File: src/hw/rtl/s2x_pkg.sv
package s2x_pkg;

   localparam int WIDE_PIXELS = 512;
   localparam int NARROW_PIXELS = 256;
   localparam int PIX_W = 16;
   localparam int COL_W = $clog2(WIDE_PIXELS);
   localparam int SLOTS = 3;
   localparam int QUEUE_DEPTH = 4;
   localparam int QPTR_W = $clog2(QUEUE_DEPTH);
   localparam int QLEVEL_W = $clog2(QUEUE_DEPTH + 1);

   typedef logic [1:0] slot_type;
   typedef logic [PIX_W-1:0] pixel_type;

   typedef enum logic {
      OP_WRITE = 1'b0,
      OP_DRAIN = 1'b1
   } op_type;

   typedef struct packed {
      logic               en;
      slot_type           slot;
      logic [COL_W-1:0]   addr;
      pixel_type          data;
   } store_write_type;

   typedef struct packed {
      logic     valid;
      slot_type mid;
      slot_type above;
      slot_type below;
      logic     use_a;
      logic     use_e;
      logic     has_d;
      logic     first;
      logic     wide;
      logic     eol;
      logic     eof;
   } issue_type;

   typedef struct packed {
      pixel_type c;
      pixel_type d;
      pixel_type a;
      pixel_type e;
      logic      first;
      logic      wide;
      logic      eol;
      logic      eof;
   } entry_type;

endpackage

File: src/hw/rtl/s2x_ifs.sv


interface s2x_rsp_if;
   logic        valid;
   logic        ready;
   logic [15:0] top_left;
   logic [15:0] top_right;
   logic [15:0] bottom_left;
   logic [15:0] bottom_right;
   logic        wide;
   logic        end_of_line;
   logic        end_of_frame;

   modport source (output valid, top_left, top_right, bottom_left, bottom_right, wide,
                   end_of_line, end_of_frame, input ready);
   modport sink (input valid, top_left, top_right, bottom_left, bottom_right, wide,
                 end_of_line, end_of_frame, output ready);
endinterface

File: src/hw/rtl/s2x_back.sv
module s2x_back (
   input  logic                                         clock,
   input  logic                                         reset,
   input  s2x_pkg::issue_type                           issue,
   input  logic [s2x_pkg::SLOTS-1:0][s2x_pkg::PIX_W-1:0] rd_a,
   input  logic [s2x_pkg::SLOTS-1:0][s2x_pkg::PIX_W-1:0] rd_b,
   output logic [s2x_pkg::QLEVEL_W-1:0]                 q_level,
   s2x_rsp_if.source                                    rsp
);
   s2x_pkg::entry_type                q_ff [s2x_pkg::QUEUE_DEPTH];
   s2x_pkg::entry_type                push_e, head;
   logic [s2x_pkg::QPTR_W-1:0]        wp_ff, wp_in, rp_ff, rp_in;
   logic [s2x_pkg::QLEVEL_W-1:0]      cnt_ff, cnt_in;
   s2x_pkg::pixel_type                prev_c_ff, prev_c_in;
   s2x_pkg::pixel_type                b, tl, tr, bl, br;
   logic                              pop, out_valid_ff, out_valid_in;
   s2x_pkg::pixel_type                tl_ff, tr_ff, bl_ff, br_ff;
   logic                              wide_ff, eol_ff, eof_ff;

   always_comb begin
      push_e.c = rd_a[issue.mid];
      push_e.d = issue.has_d ? rd_b[issue.mid] : rd_a[issue.mid];
      push_e.a = issue.use_a ? rd_a[issue.above] : rd_a[issue.mid];
      push_e.e = issue.use_e ? rd_a[issue.below] : rd_a[issue.mid];
      push_e.first = issue.first;
      push_e.wide = issue.wide;
      push_e.eol = issue.eol;
      push_e.eof = issue.eof;
   end

   always_comb begin
      head = q_ff[rp_ff];
      pop = (cnt_ff != '0) && (!out_valid_ff || rsp.ready);
      b = head.first ? head.c : prev_c_ff;
      tl = head.c;
      tr = head.c;
      bl = head.c;
      br = head.c;
      if (head.wide) begin
         tr = '0;
         br = '0;
      end else if ((head.a != head.e) && (b != head.d)) begin
         if (head.a == b) tl = head.a;
         if (head.a == head.d) tr = head.a;
         if (head.e == b) bl = head.e;
         if (head.e == head.d) br = head.e;
      end
      wp_in = issue.valid ? wp_ff + 1'b1 : wp_ff;
      rp_in = pop ? rp_ff + 1'b1 : rp_ff;
      cnt_in = cnt_ff + {{(s2x_pkg::QLEVEL_W-1){1'b0}}, issue.valid}
               - {{(s2x_pkg::QLEVEL_W-1){1'b0}}, pop};
      prev_c_in = pop ? head.c : prev_c_ff;
      out_valid_in = pop || (out_valid_ff && !rsp.ready);
   end

   always_ff @(posedge clock) begin
      if (issue.valid) begin
         q_ff[wp_ff] <= push_e;
      end
      prev_c_ff <= prev_c_in;
      if (pop) begin
         tl_ff <= tl;
         tr_ff <= tr;
         bl_ff <= bl;
         br_ff <= br;
         wide_ff <= head.wide;
         eol_ff <= head.eol;
         eof_ff <= head.eof;
      end
      if (reset) begin
         wp_ff <= '0;
         rp_ff <= '0;
         cnt_ff <= '0;
         out_valid_ff <= 1'b0;
      end else begin
         wp_ff <= wp_in;
         rp_ff <= rp_in;
         cnt_ff <= cnt_in;
         out_valid_ff <= out_valid_in;
      end
   end

   assign q_level = cnt_ff;
   assign rsp.valid = out_valid_ff;
   assign rsp.top_left = tl_ff;
   assign rsp.top_right = tr_ff;
   assign rsp.bottom_left = bl_ff;
   assign rsp.bottom_right = br_ff;
   assign rsp.wide = wide_ff;
   assign rsp.end_of_line = eol_ff;
   assign rsp.end_of_frame = eof_ff;
endmodule

File: src/flat_wrapper.sv
// flat-port wrapper written by rule: the top's interface ports become plain ports
module s2x_back_flat 
  (clock, reset, issue, rd_a, rd_b, q_level, rsp_valid, rsp_top_left, rsp_top_right, rsp_bottom_left, rsp_bottom_right, rsp_wide, rsp_end_of_line, rsp_end_of_frame, rsp_ready);
  s2x_rsp_if rsp_i ();
  input  logic clock;
  input  logic reset;
  input  s2x_pkg::issue_type issue;
  input  logic [s2x_pkg::SLOTS-1:0][s2x_pkg::PIX_W-1:0] rd_a;
  input  logic [s2x_pkg::SLOTS-1:0][s2x_pkg::PIX_W-1:0] rd_b;
  output logic [s2x_pkg::QLEVEL_W-1:0] q_level;
  output wire logic [$bits(rsp_i.valid)-1:0] rsp_valid;
  output wire logic [$bits(rsp_i.top_left)-1:0] rsp_top_left;
  output wire logic [$bits(rsp_i.top_right)-1:0] rsp_top_right;
  output wire logic [$bits(rsp_i.bottom_left)-1:0] rsp_bottom_left;
  output wire logic [$bits(rsp_i.bottom_right)-1:0] rsp_bottom_right;
  output wire logic [$bits(rsp_i.wide)-1:0] rsp_wide;
  output wire logic [$bits(rsp_i.end_of_line)-1:0] rsp_end_of_line;
  output wire logic [$bits(rsp_i.end_of_frame)-1:0] rsp_end_of_frame;
  input wire logic [$bits(rsp_i.ready)-1:0] rsp_ready;
  assign rsp_valid = rsp_i.valid;
  assign rsp_top_left = rsp_i.top_left;
  assign rsp_top_right = rsp_i.top_right;
  assign rsp_bottom_left = rsp_i.bottom_left;
  assign rsp_bottom_right = rsp_i.bottom_right;
  assign rsp_wide = rsp_i.wide;
  assign rsp_end_of_line = rsp_i.end_of_line;
  assign rsp_end_of_frame = rsp_i.end_of_frame;
  assign rsp_i.ready = rsp_ready;
  s2x_back u_core (.clock(clock), .reset(reset), .issue(issue), .rd_a(rd_a), .rd_b(rd_b), .q_level(q_level), .rsp(rsp_i));
endmodule
File: config.mk
export PLATFORM = sky130hd
export DESIGN_NAME = s2x_back_flat
export DESIGN_NICKNAME = d
export VERILOG_FILES = /design/src/hw/rtl/s2x_pkg.sv /design/src/hw/rtl/s2x_ifs.sv /design/src/hw/rtl/s2x_back.sv /design/src/flat_wrapper.sv
export SDC_FILE = /design/constraint.sdc
export NUM_CORES = 1
export LEC_CHECK = 0
export BUFFER_PORTS_ARGS = -buffer_cell sky130_fd_sc_hd__buf_2
export CORE_ASPECT_RATIO = 1.25
export CORE_MARGIN = 2
export CORE_UTILIZATION = 56
export DETAILED_ROUTE_END_ITERATION = 12
export MAX_ROUTING_LAYER = met4
export PLACE_DENSITY_LB_ADDON = 0.15
export SYNTH_ARGS = -nofsm -noshare
export SYNTH_HDL_FRONTEND = slang
export SYNTH_SLANG_ARGS = --single-unit
File: constraint.sdc
create_clock -name clock -period 18 [get_ports clock]
set_clock_uncertainty 0.05 [all_clocks]
set_input_delay 3.6 -clock clock [delete_from_list [all_inputs] [get_ports clock]]
set_output_delay 3.6 -clock clock [all_outputs]
set_load 0.02 [all_outputs]
==> impl_metrics.ini <==
[yosys]
synth_compound_area_share_pct = 5.264
synth_fa_ha_area_share_pct = 0.5619
synth_edf_count = 355
yosysWarningCount = 0
synth_mux_area_share_pct = 16.72
synth_cells = 1105
syn_area_um2 = 16920
netlist-cell-type-count = 33
yosys.area_share.xor_xnor_pct = 5.227
synth.most_common_cell = edfxtp_1
synthFlopType = edfxtp_1
synth_commonest_cells = edfxtp_1, a21oi_1, nor2_1
async_flop_share_pct = 0
synth.ff_latch_count = 365
yosys.area.top_type_share_pct = 62.99
synth_top_family_by_area = multiplexers
avgSynthCellArea_um2 = 15.32
synthesis.nets = 1225
yosys.area_share.simple_pct = 5.818
ys_seq_area_share_pct = 64.17
synthTopCellsByArea = edfxtp_1, mux4_2, xnor2_1
synth_area_leader_cell = edfxtp_1

[finish]
final_nets = 1391
seq_area_um2 = 10870
syn2layout_area_growth_pct = 14.01
multi_input_area_um2 = 5713
drive_above_1_share_pct = 28.60
fillerInstances = 2162
fin_util_pct = 64.45

[setup_path]
cp_data_arrival_time_ns = 5.94
required_ns = 18.26
r2r_setup_slack_ns = 12.37
startpoint_type = primary input
critPathCaptureType = flop
reg2reg_depth = 9
rr_endpoint = u_core.rsp.bottom_left[11]
cp_max_fo = 33
critPathSlowestCell = nor2b_4
cp_slowest_stage_delay_ns = 0.88
path_cells = buf_2 > nor2b_4 > nand2_1 > o21ai_0 > nor2_1 > a21oi_1
worstSetupPathType = in -> reg

[power]
p_total_mw = 3.005
pwr_density_cell_nw_per_um2 = 155.7
vdd_drop_max_v = 0.00009235
p_leak_nw = 6.691

[sta]
setup_viol = 0
min_period_ns = 5.673
layout_setup_ws_ns = 12.33
rsz0062_at_grt = false
timing_max_transition_violations_final = 0
fin_setup_tns_ns = 0
relSlewSlack_pct = 24.07
finalCritPeriodShare_pct = 31.52
hold_viol = 0
timing.fmax_ghz = 0.1763
worst_slew_pin_slew_ns = 1.139

[clock_network]
postCtsSetupBuffers = 0
clock_latency_ns = 0.54
cts_made_buffers = 36
cts.hold.buffers_added = 0
clk_pin_slew_worst_paths_ns = 0.06
cts_tree = yes
cts_sinks = 365
clockRootBuffer = clkbuf_16
post_cts_resized = 0
cts.htree.levels = 2
clockBufferDepth = 3

[floorplan]
io_pins = 184
fp.dieArea_um2 = 31640
core-area_um2 = 29940
start_util_pct = 56.53
die_w_um = 159.5
row_count = 71
die_h_um = 198.4

[grt]
antenna_found_initial = 2
grt_pass1_vias = 10240
grt_max_degree = 83
grt-ovfl-total = 0
grt_pass1_wl_mm = 62.76
track_usage_pct = 27.57

[placed_design]
gp_congestion = 0.8425
hpwlAfterDp_mm = 27.42
preCtsSetupSlack_ns = 11.77
portBuffers = 183

[status]
status = finished clean

[detailed_routing]
vias = 10440
drc_errors = 0
drtIter0Drc = 831
vias_per_cell = 6.141
ant_nets = 0
wl_per_cell_um = 24.78
firstDrtPassIters = 5
drt_wl_total_mm = 42.13

[hold_path]
hold_class = reg -> reg
whs_endpoint = u_core.rsp.valid
min_path_cells = 2
holdCritStartpoint = u_core.rsp.valid

[flow_run]
cap_violations = 0
where the power goes:
group | switching, mW | total, mW | internal, mW | leakage, nW
clock network | 0.311 | 0.739 | 0.428 | 0.561
registers | 0.0558 | 1.19 | 1.14 | 3.42
logic | 0.658 | 1.07 | 0.413 | 2.71
total | 1.03 | 3.00 | 1.98 | 6.69
logic make-up after synthesis:
logic type / Yosys count
adder cells (fa/ha/maj): 7
XOR/XNOR: 101
AO/OA/AOI/OAI: 178
buffers and inverters: 76
multiplexers: 181
flip-flops: 365
AND/OR/NAND/NOR: 197
worst max-delay path: cells and delay by family:
family          cells  cell delay [ns]
simple gates        3             1.11
compound gates      2             0.63
buf+inv             1             0.57
routing by layer:
| metal | track usage, % | up-vias | routed length [um] |
|---|---|---|---|
| met5 | - | - | 0 |
| met4 | 10.13 | 0 | 1547 |
| met3 | 4.294 | 117 | 3032 |
| met2 | 44.49 | 490 | 20580 |
| met1 | 35.90 | 5221 | 16970 |
| li1 | - | 4611 | - |
cell type report:
cell class                      count  area share, %
Antenna cell                        2        0.02594
Clock buffer                       41          4.987
Clock inverter                     23          1.038
Inverter                            7         0.1362
Multi-Input combinational cell    664          29.61
Sequential cell                   365          56.31
Tap cell                          401          2.600
Timing Repair Buffer              197          5.291
worst max-delay path by stage:
| stage | startpoint | to | slack, ns | depth (start not counted) |
|---|---|---|---|---|
| floorplan | rsp_ready | u_core.q_level[1] | 8.49 | 7 |
| global placement | issue[12] | u_core.q_ff[0][44] | 12.01 | 6 |
| detailed placement | issue[12] | u_core.q_ff[0][44] | 11.77 | 6 |
| CTS | issue[12] | u_core.q_ff[2][44] | 12.35 | 6 |
| global route | flop | u_core.rsp.bottom_left[13] | 12.02 | 9 |
| finish | issue[12] | u_core.q_ff[2][27] | 12.33 | 6 |
flip-flops by register name (all words and copies together), names as in the netlist, named ones only:
register and flops:
u_core.wp_ff 2, u_core.rsp.end_of_line 1, u_core.rsp.valid 1, u_core.rsp.top_left 16
u_core.q_ff 272, u_core.rsp.top_right 16, u_core.rsp.wide 1, u_core.prev_c_ff 16
u_core.rsp.bottom_left 16, u_core.rsp.end_of_frame 1, u_core.q_level 3, u_core.rsp.bottom_right 16
u_core.rp_ff 2
cell usage in the layout (no fill, tap or decap), drive strengths merged:
cell,count
mux2i,81
fa,1
nand2,20
dfxtp,10
xor2,17
nor4,18
bufinv,3
clkbuf,41
and2,4
a21oi,130
o21ai,48
xnor2,84
inv,8
edfxtp,355
ha,6
mux4,68
and4,1
nor2,102
nor2b,5
buf,197
nor3,1
diode,2
clkinvlp,3
nor4b,2
mux2,32
nand4,44
clkinv,16
metrics by stage:
stage | cells | instance area, um^2 | hold slack (ns)
6_report | 1700 | 19290 | 0.4488
5_1_grt | 1700 | 19290 | 0.5054
4_1_cts | 1698 | 19290 | 0.4557
3_5_place_dp | 1634 | 18130 | 0.4481
3_3_place_gp | 1634 | 18130 | 0.4350
2_1_floorplan | 1105 | 16920 | 0.4347
Note: power is estimated with default switching activity, not from simulation.
