**src/hw/rtl/s2x_pkg.sv**
```systemverilog
package s2x_pkg;

   localparam int WIDE_PIXELS = 512;
   localparam int NARROW_PIXELS = 256;
   localparam int PIX_W = 16;
   localparam int COL_W = $clog2(WIDE_PIXELS);
   localparam int SLOTS = 3;
   localparam int QUEUE_DEPTH = 4;
   localparam int QPTR_W = $clog2(QUEUE_DEPTH);
   localparam int QLEVEL_W = $clog2(QUEUE_DEPTH + 1);

   typedef logic [1:0] slot_type;
   typedef logic [PIX_W-1:0] pixel_type;

   typedef enum logic {
      OP_WRITE = 1'b0,
      OP_DRAIN = 1'b1
   } op_type;

   typedef struct packed {
      logic               en;
      slot_type           slot;
      logic [COL_W-1:0]   addr;
      pixel_type          data;
   } store_write_type;

   typedef struct packed {
      logic     valid;
      slot_type mid;
      slot_type above;
      slot_type below;
      logic     use_a;
      logic     use_e;
      logic     has_d;
      logic     first;
      logic     wide;
      logic     eol;
      logic     eof;
   } issue_type;

   typedef struct packed {
      pixel_type c;
      pixel_type d;
      pixel_type a;
      pixel_type e;
      logic      first;
      logic      wide;
      logic      eol;
      logic      eof;
   } entry_type;

endpackage

```
**src/hw/rtl/s2x_ifs.sv**
```systemverilog
interface s2x_req_if;
   logic                  valid;
   logic                  ready;
   logic                  opcode;
   logic [15:0]           pixel;
   logic                  wide_line;
   logic                  last_in_line;
   logic                  last_in_frame;

   modport source (output valid, opcode, pixel, wide_line, last_in_line, last_in_frame,
                   input ready);
   modport sink (input valid, opcode, pixel, wide_line, last_in_line, last_in_frame,
                 output ready);
endinterface


```
**src/hw/rtl/s2x_front.sv**
```systemverilog
module s2x_front (
   input  logic                          clock,
   input  logic                          reset,
   s2x_req_if.sink                       req,
   input  logic [s2x_pkg::QLEVEL_W-1:0]  q_level,
   output s2x_pkg::store_write_type      store_wr,
   output logic [s2x_pkg::COL_W-1:0]     rd_addr_a,
   output logic [s2x_pkg::COL_W-1:0]     rd_addr_b,
   output s2x_pkg::issue_type            issue
);
   localparam logic [s2x_pkg::COL_W:0] WIDE_CAP = (s2x_pkg::COL_W+1)'(s2x_pkg::WIDE_PIXELS);
   localparam logic [s2x_pkg::COL_W:0] NARROW_CAP =
      (s2x_pkg::COL_W+1)'(s2x_pkg::NARROW_PIXELS);

   logic [s2x_pkg::COL_W-1:0] wr_col_ff, wr_col_in, dr_col_ff, dr_col_in;
   s2x_pkg::slot_type         wr_slot_ff, wr_slot_in;
   logic [1:0]                lines_ff, lines_in;
   logic                      frame_end_ff, frame_end_in;
   logic                      above_ok_ff, above_ok_in;
   logic [2:0]                wide_ff, wide_in;
   s2x_pkg::issue_type        issue_ff, issue_in;

   logic                      fire, do_write, do_drain, close, dr_wide;
   logic [s2x_pkg::COL_W:0]   wr_next, dr_next, cap, cols;
   s2x_pkg::slot_type         mid, above, below;
   logic [1:0]                lines_dec;

   assign req.ready = ({1'b0, q_level} + {{s2x_pkg::QLEVEL_W{1'b0}}, issue_ff.valid})
                      < (s2x_pkg::QLEVEL_W+1)'(s2x_pkg::QUEUE_DEPTH);
   assign fire = req.valid && req.ready;

   always_comb begin
      do_write = fire && (s2x_pkg::op_type'(req.opcode) == s2x_pkg::OP_WRITE)
                 && (lines_ff < 2'd2) && !frame_end_ff;
      do_drain = fire && (s2x_pkg::op_type'(req.opcode) == s2x_pkg::OP_DRAIN)
                 && ((lines_ff == 2'd2) || ((lines_ff == 2'd1) && frame_end_ff));
      cap = req.wide_line ? WIDE_CAP : NARROW_CAP;
      wr_next = {1'b0, wr_col_ff} + 1'b1;
      close = req.last_in_line || req.last_in_frame || (wr_next >= cap);

      if (lines_ff == 2'd1) begin
         mid = (wr_slot_ff == 2'd0) ? 2'd2 : wr_slot_ff - 2'd1;
      end else begin
         mid = (wr_slot_ff >= 2'd2) ? wr_slot_ff - 2'd2 : wr_slot_ff + 2'd1;
      end
      above = (mid == 2'd0) ? 2'd2 : mid - 2'd1;
      below = (mid == 2'd2) ? 2'd0 : mid + 2'd1;
      dr_wide = wide_ff[mid];
      cols = dr_wide ? WIDE_CAP : NARROW_CAP;
      dr_next = {1'b0, dr_col_ff} + 1'b1;
      lines_dec = lines_ff - 2'd1;
   end

   always_comb begin
      wr_col_in = wr_col_ff;
      dr_col_in = dr_col_ff;
      wr_slot_in = wr_slot_ff;
      lines_in = lines_ff;
      frame_end_in = frame_end_ff;
      above_ok_in = above_ok_ff;
      wide_in = wide_ff;
      issue_in = '0;

      if (do_write) begin
         if (close) begin
            wide_in[wr_slot_ff] = req.wide_line;
            wr_slot_in = (wr_slot_ff == 2'd2) ? 2'd0 : wr_slot_ff + 2'd1;
            wr_col_in = '0;
            lines_in = lines_ff + 2'd1;
            if (req.last_in_frame) begin
               frame_end_in = 1'b1;
            end
         end else begin
            wr_col_in = wr_next[s2x_pkg::COL_W-1:0];
         end
      end

      if (do_drain) begin
         issue_in.valid = 1'b1;
         issue_in.mid = mid;
         issue_in.above = above;
         issue_in.below = below;
         issue_in.use_a = above_ok_ff && !wide_ff[above];
         issue_in.use_e = (lines_ff == 2'd2) && !wide_ff[below];
         issue_in.has_d = dr_next < cols;
         issue_in.first = (dr_col_ff == '0);
         issue_in.wide = dr_wide;
         issue_in.eol = dr_next >= cols;
         issue_in.eof = (dr_next >= cols) && frame_end_ff && (lines_dec == 2'd0);
         if (dr_next >= cols) begin
            dr_col_in = '0;
            lines_in = lines_dec;
            if (frame_end_ff && (lines_dec == 2'd0)) begin
               frame_end_in = 1'b0;
               above_ok_in = 1'b0;
            end else begin
               above_ok_in = 1'b1;
            end
         end else begin
            dr_col_in = dr_next[s2x_pkg::COL_W-1:0];
         end
      end
   end

   always_comb begin
      store_wr.en = do_write;
      store_wr.slot = wr_slot_ff;
      store_wr.addr = wr_col_ff;
      store_wr.data = req.pixel;
      rd_addr_a = dr_col_ff;
      rd_addr_b = dr_next[s2x_pkg::COL_W-1:0];
      issue = issue_ff;
   end

   always_ff @(posedge clock) begin
      if (reset) begin
         wr_col_ff <= '0;
         dr_col_ff <= '0;
         wr_slot_ff <= '0;
         lines_ff <= '0;
         frame_end_ff <= 1'b0;
         above_ok_ff <= 1'b0;
         wide_ff <= '0;
         issue_ff <= '0;
      end else begin
         wr_col_ff <= wr_col_in;
         dr_col_ff <= dr_col_in;
         wr_slot_ff <= wr_slot_in;
         lines_ff <= lines_in;
         frame_end_ff <= frame_end_in;
         above_ok_ff <= above_ok_in;
         wide_ff <= wide_in;
         issue_ff <= issue_in;
      end
   end
endmodule

```
**src/flat_wrapper.sv**
```systemverilog
// flat-port wrapper written by rule: the top's interface ports become plain ports
module s2x_front_flat 
  (clock, reset, q_level, store_wr, rd_addr_a, rd_addr_b, issue, req_valid, req_opcode, req_pixel, req_wide_line, req_last_in_line, req_last_in_frame, req_ready);
  s2x_req_if req_i ();
  input  logic clock;
  input  logic reset;
  input  logic [s2x_pkg::QLEVEL_W-1:0] q_level;
  output s2x_pkg::store_write_type store_wr;
  output logic [s2x_pkg::COL_W-1:0] rd_addr_a;
  output logic [s2x_pkg::COL_W-1:0] rd_addr_b;
  output s2x_pkg::issue_type issue;
  input wire logic [$bits(req_i.valid)-1:0] req_valid;
  input wire logic [$bits(req_i.opcode)-1:0] req_opcode;
  input wire logic [$bits(req_i.pixel)-1:0] req_pixel;
  input wire logic [$bits(req_i.wide_line)-1:0] req_wide_line;
  input wire logic [$bits(req_i.last_in_line)-1:0] req_last_in_line;
  input wire logic [$bits(req_i.last_in_frame)-1:0] req_last_in_frame;
  output wire logic [$bits(req_i.ready)-1:0] req_ready;
  assign req_i.valid = req_valid;
  assign req_i.opcode = req_opcode;
  assign req_i.pixel = req_pixel;
  assign req_i.wide_line = req_wide_line;
  assign req_i.last_in_line = req_last_in_line;
  assign req_i.last_in_frame = req_last_in_frame;
  assign req_ready = req_i.ready;
  s2x_front u_core (.clock(clock), .reset(reset), .req(req_i), .q_level(q_level), .store_wr(store_wr), .rd_addr_a(rd_addr_a), .rd_addr_b(rd_addr_b), .issue(issue));
endmodule
```
**config.mk**
```make
export PLATFORM = sky130hd
export DESIGN_NAME = s2x_front_flat
export DESIGN_NICKNAME = d
export VERILOG_FILES = /design/src/hw/rtl/s2x_pkg.sv /design/src/hw/rtl/s2x_ifs.sv /design/src/hw/rtl/s2x_front.sv /design/src/flat_wrapper.sv
export SDC_FILE = /design/constraint.sdc
export NUM_CORES = 1
export LEC_CHECK = 0
export BUFFER_PORTS_ARGS = -buffer_cell sky130_fd_sc_hd__clkbuf_2
export CAP_MARGIN = 20
export CELL_PAD_IN_SITES_DETAIL_PLACEMENT = 1
export CELL_PAD_IN_SITES_GLOBAL_PLACEMENT = 2
export CORE_MARGIN = 2
export CORE_UTILIZATION = 30
export DETAILED_ROUTE_END_ITERATION = 10
export HOLD_SLACK_MARGIN = 0.03
export PLACE_DENSITY = 0.92
export SYNTH_ARGS = -nofsm -noshare
export SYNTH_HDL_FRONTEND = slang
export SYNTH_SLANG_ARGS = --single-unit
```
**constraint.sdc**
```tcl
create_clock -name clock -period 5.4 [get_ports clock]
set_clock_uncertainty 0.05 [all_clocks]
set_input_delay 0.27 -clock clock [delete_from_list [all_inputs] [get_ports clock]]
set_output_delay 0.27 -clock clock [all_outputs]
set_load 0.03 [all_outputs]
```
==> results_dict.tcl <==
set metrics [dict create \
    area_growth_pct 14.2 \
    start_kind "register" \
    synthCells 265 \
    irDropWorstVdd_v 0.000104 \
    fin_crit_ns 3.44 \
    rsz0062_at_grt "false" \
    cts_buffers 5 \
    final_common_cell "clkbuf_2" \
    drc 0 \
    final_cells 402 \
    run_status "completed" \
    path_cells "inv_1 > ha_1 > inv_1 > mux2i_1 > mux2i_1 > nor2_1 > a31oi_1 > ha_1 > nand2_1 > nor2_1 > o2111ai_2 > o31ai_4 > or2_1 > nor2_1" \
    max_clock_freq_ghz 0.291 \
    gr-total-overflow 0 \
    critical_path_required_ns 5.52 \
    post-cts-setup-buffers 0 \
    postCtsHoldBufs 0 \
    p_per_area_nw_per_um2 239 \
    tns_ns 0 \
    finalSetupViolCount 0 \
    grt_pass1_vias 1893 \
    yosysTopAreaCellShare_pct 34.9 \
    rrSetupSlack_ns 1.96 \
    synth_top_area_cell "dfxtp_1" \
    max_cap_viol_count 0 \
    wl_per_cell_um 14.1 \
    ys_ff_latch 41 \
    grt_max_degree 21 \
    cts.sinks 41 \
    p_leak_uw 0.00115 \
    cp_common_cell "nor2_1" \
    die_w_um 92.5 \
    dieArea_um2 8550 \
    pin_count 87 \
    synth_flop_cell "dfxtp_1" \
    synth.distinct_cells 49 \
    path_delay_family "compound AO/OA/AOI/OAI gates" \
    drt.antenna.violating_nets 0 \
    path_class "reg2reg" \
    core.rowCount 32 \
    min_path_type "in2reg" \
    yosys-top-cells-area "dfxtp_1 35%, ha_1 9.6%, buf_4 6.1%" \
    cts_root_buf "clkbuf_8" \
    layout_common_cells "54 x clkbuf_2, 41 x dfxtp_1, 32 x nor2_1" \
    crit_path_max_incr_delay_ns 0.44 \
    arrival_ns 3.57 \
    grt_pass1_wl_um 9350 \
    die_y_um 92.5 \
    ctsResizeCount 0 \
    cts_buffer_depth 2 \
    ys_seq_area_share_pct 34.9 \
    hold_viol_final 0 \
    diodes 0 \
    antenna_found_initial 0 \
    clk_latency_ns 0.29 \
    dp_cells 394 \
    synth_nets 309 \
    totalWireLength_um 5680 \
    cts_max_level 2 \
    crit_path_top_delay_cell "mux2i_1" \
    io_buffers 54 \
    first_pass_iters 4 \
    fin_ws_ns 1.96 \
    maxSlewViolCount 0 \
    fin_crit_sh_pct 63.7 \
    power.total_uw 642 \
    grt_usage_pct 13.5 \
    gp_congestion 0.795 \
    viasPerCell 4.69 \
    initial_utilization_pct 30.7 \
    syn_area_per_cell_um2 8.86 \
    drive_gt1_share_pct 25.7 \
    pre_cts_ws_ns 2.01 \
    clk_pin_slew_ns 0.08 \
    cts_tree "yes" \
    core_area_um2 7650 \
    worst-path-buf-inv 2 \
    endpoint_kind "register" \
    critPathMaxFanout 10 \
    drt-initial-drc-count 94 \
    fill_cells 930 \
    worst_slew_margin_rel_pct 46.6 \
    num-nets-final 343 \
    tightest_slew_ns 0.801 \
    vias 1886 \
    synth_area_um2 2350 \
    yosysWarnings 0 \
    synthArstFlopShare_pct 0 \
    hpwl_um 4320 \
    synth_edf_count 0 \
]
[metrics by stage]
stage / instance area (um^2) / hold WS [ns] / utilization, %
floorplan: 2350 / 0.354 / -
global placement: 2550 / 0.431 / 33.3
detailed placement: 2550 / 0.430 / 33.3
CTS: 2680 / 0.181 / 35.1
global route: 2680 / 0.187 / 35.1
finish: 2680 / 0.186 / 35.1
[final timing paths]
kind | depth (start not counted) | startpoint | end
setup / recovery | 14 | u_core.wr_slot_ff[0]$_SDFFE_PP0P_ | u_core.rd_addr_a[3]$_SDFFE_PP0P_
hold / removal | 2 | req_last_in_frame | u_core.frame_end_ff$_SDFF_PP0_
hold reg to reg | 2 | u_core.above_ok_ff$_SDFFE_PP0P_ | u_core.issue[6]$_SDFF_PP0_
setup reg to reg | 14 | u_core.wr_slot_ff[0]$_SDFFE_PP0P_ | u_core.rd_addr_a[3]$_SDFFE_PP0P_
[power breakdown]
group          switching [uW]  internal, uW  leakage (uW)
logic                    28.6          15.4      0.000756
registers                2.60           304      0.000331
clock network             108           184     0.0000681
[cells in the mapped netlist, types with 2 or more instances]
cell / n
buf_2: 3
nand3b_1: 2
or4_1: 3
and2_1: 3
mux2i_1: 7
a21oi_1: 8
o211ai_1: 2
nor2_1: 32
xnor2_1: 11
xor2_1: 8
nor4_1: 4
dfxtp_1: 41
nand4_1: 3
nand3_1: 10
nand2_1: 19
o21ai_0: 2
nor3_1: 11
a211oi_1: 3
ha_1: 18
inv_1: 18
a21bo_2: 2
and3_1: 7
a21oi_2: 2
clkbuf_1: 3
buf_4: 19
[per-layer routing]
| layer | global-route usage, % | vias to the layer above | part of all wire [%] |
|---|---|---|---|
| met5 | 0 | - | 0 |
| met1 | 17.8 | 889 | 49 |
| met2 | 21.7 | 42 | 46 |
| met4 | 4.48 | 0 | 1.1 |
| met3 | 3.01 | 6 | 4.8 |
| li1 | - | 949 | - |
[state kept, by name (all words and copies together) (netlist names)]
register and flops:
u_core.frame_end_ff 1, u_core.issue 14, u_core.above_ok_ff 1, u_core.lines_ff 2, u_core.rd_addr_a 9, u_core.wr_slot_ff 2
u_core.wr_col_ff 9, u_core.wide_ff 3
[cell families (layout without fill, tap and decap cells)]
logic type | after synthesis | after routing | synth area share (%)
compound gates | 32 | 32 | 11.7
fa+ha+maj | 18 | 18 | 9.59
mux | 8 | 8 | 3.46
simple gates | 102 | 102 | 21.9
xor+xnor | 19 | 19 | 7.09
buf+inv | 45 | 80 | 11.3
flops | 41 | 41 | 34.9
[cell type report]
class | count | area (um^2) | area share (%)
tap | 102 | 128 | 4.76
multi-input combinational | 179 | 1260 | 47.1
inverter | 18 | 67.6 | 2.52
clock inverter | 3 | 65.1 | 2.43
clock buffer | 5 | 68.8 | 2.57
sequential | 41 | 821 | 30.6
timing repair buffer | 54 | 270 | 10.1
No activity file was read; power rests on OpenSTA's default activity.
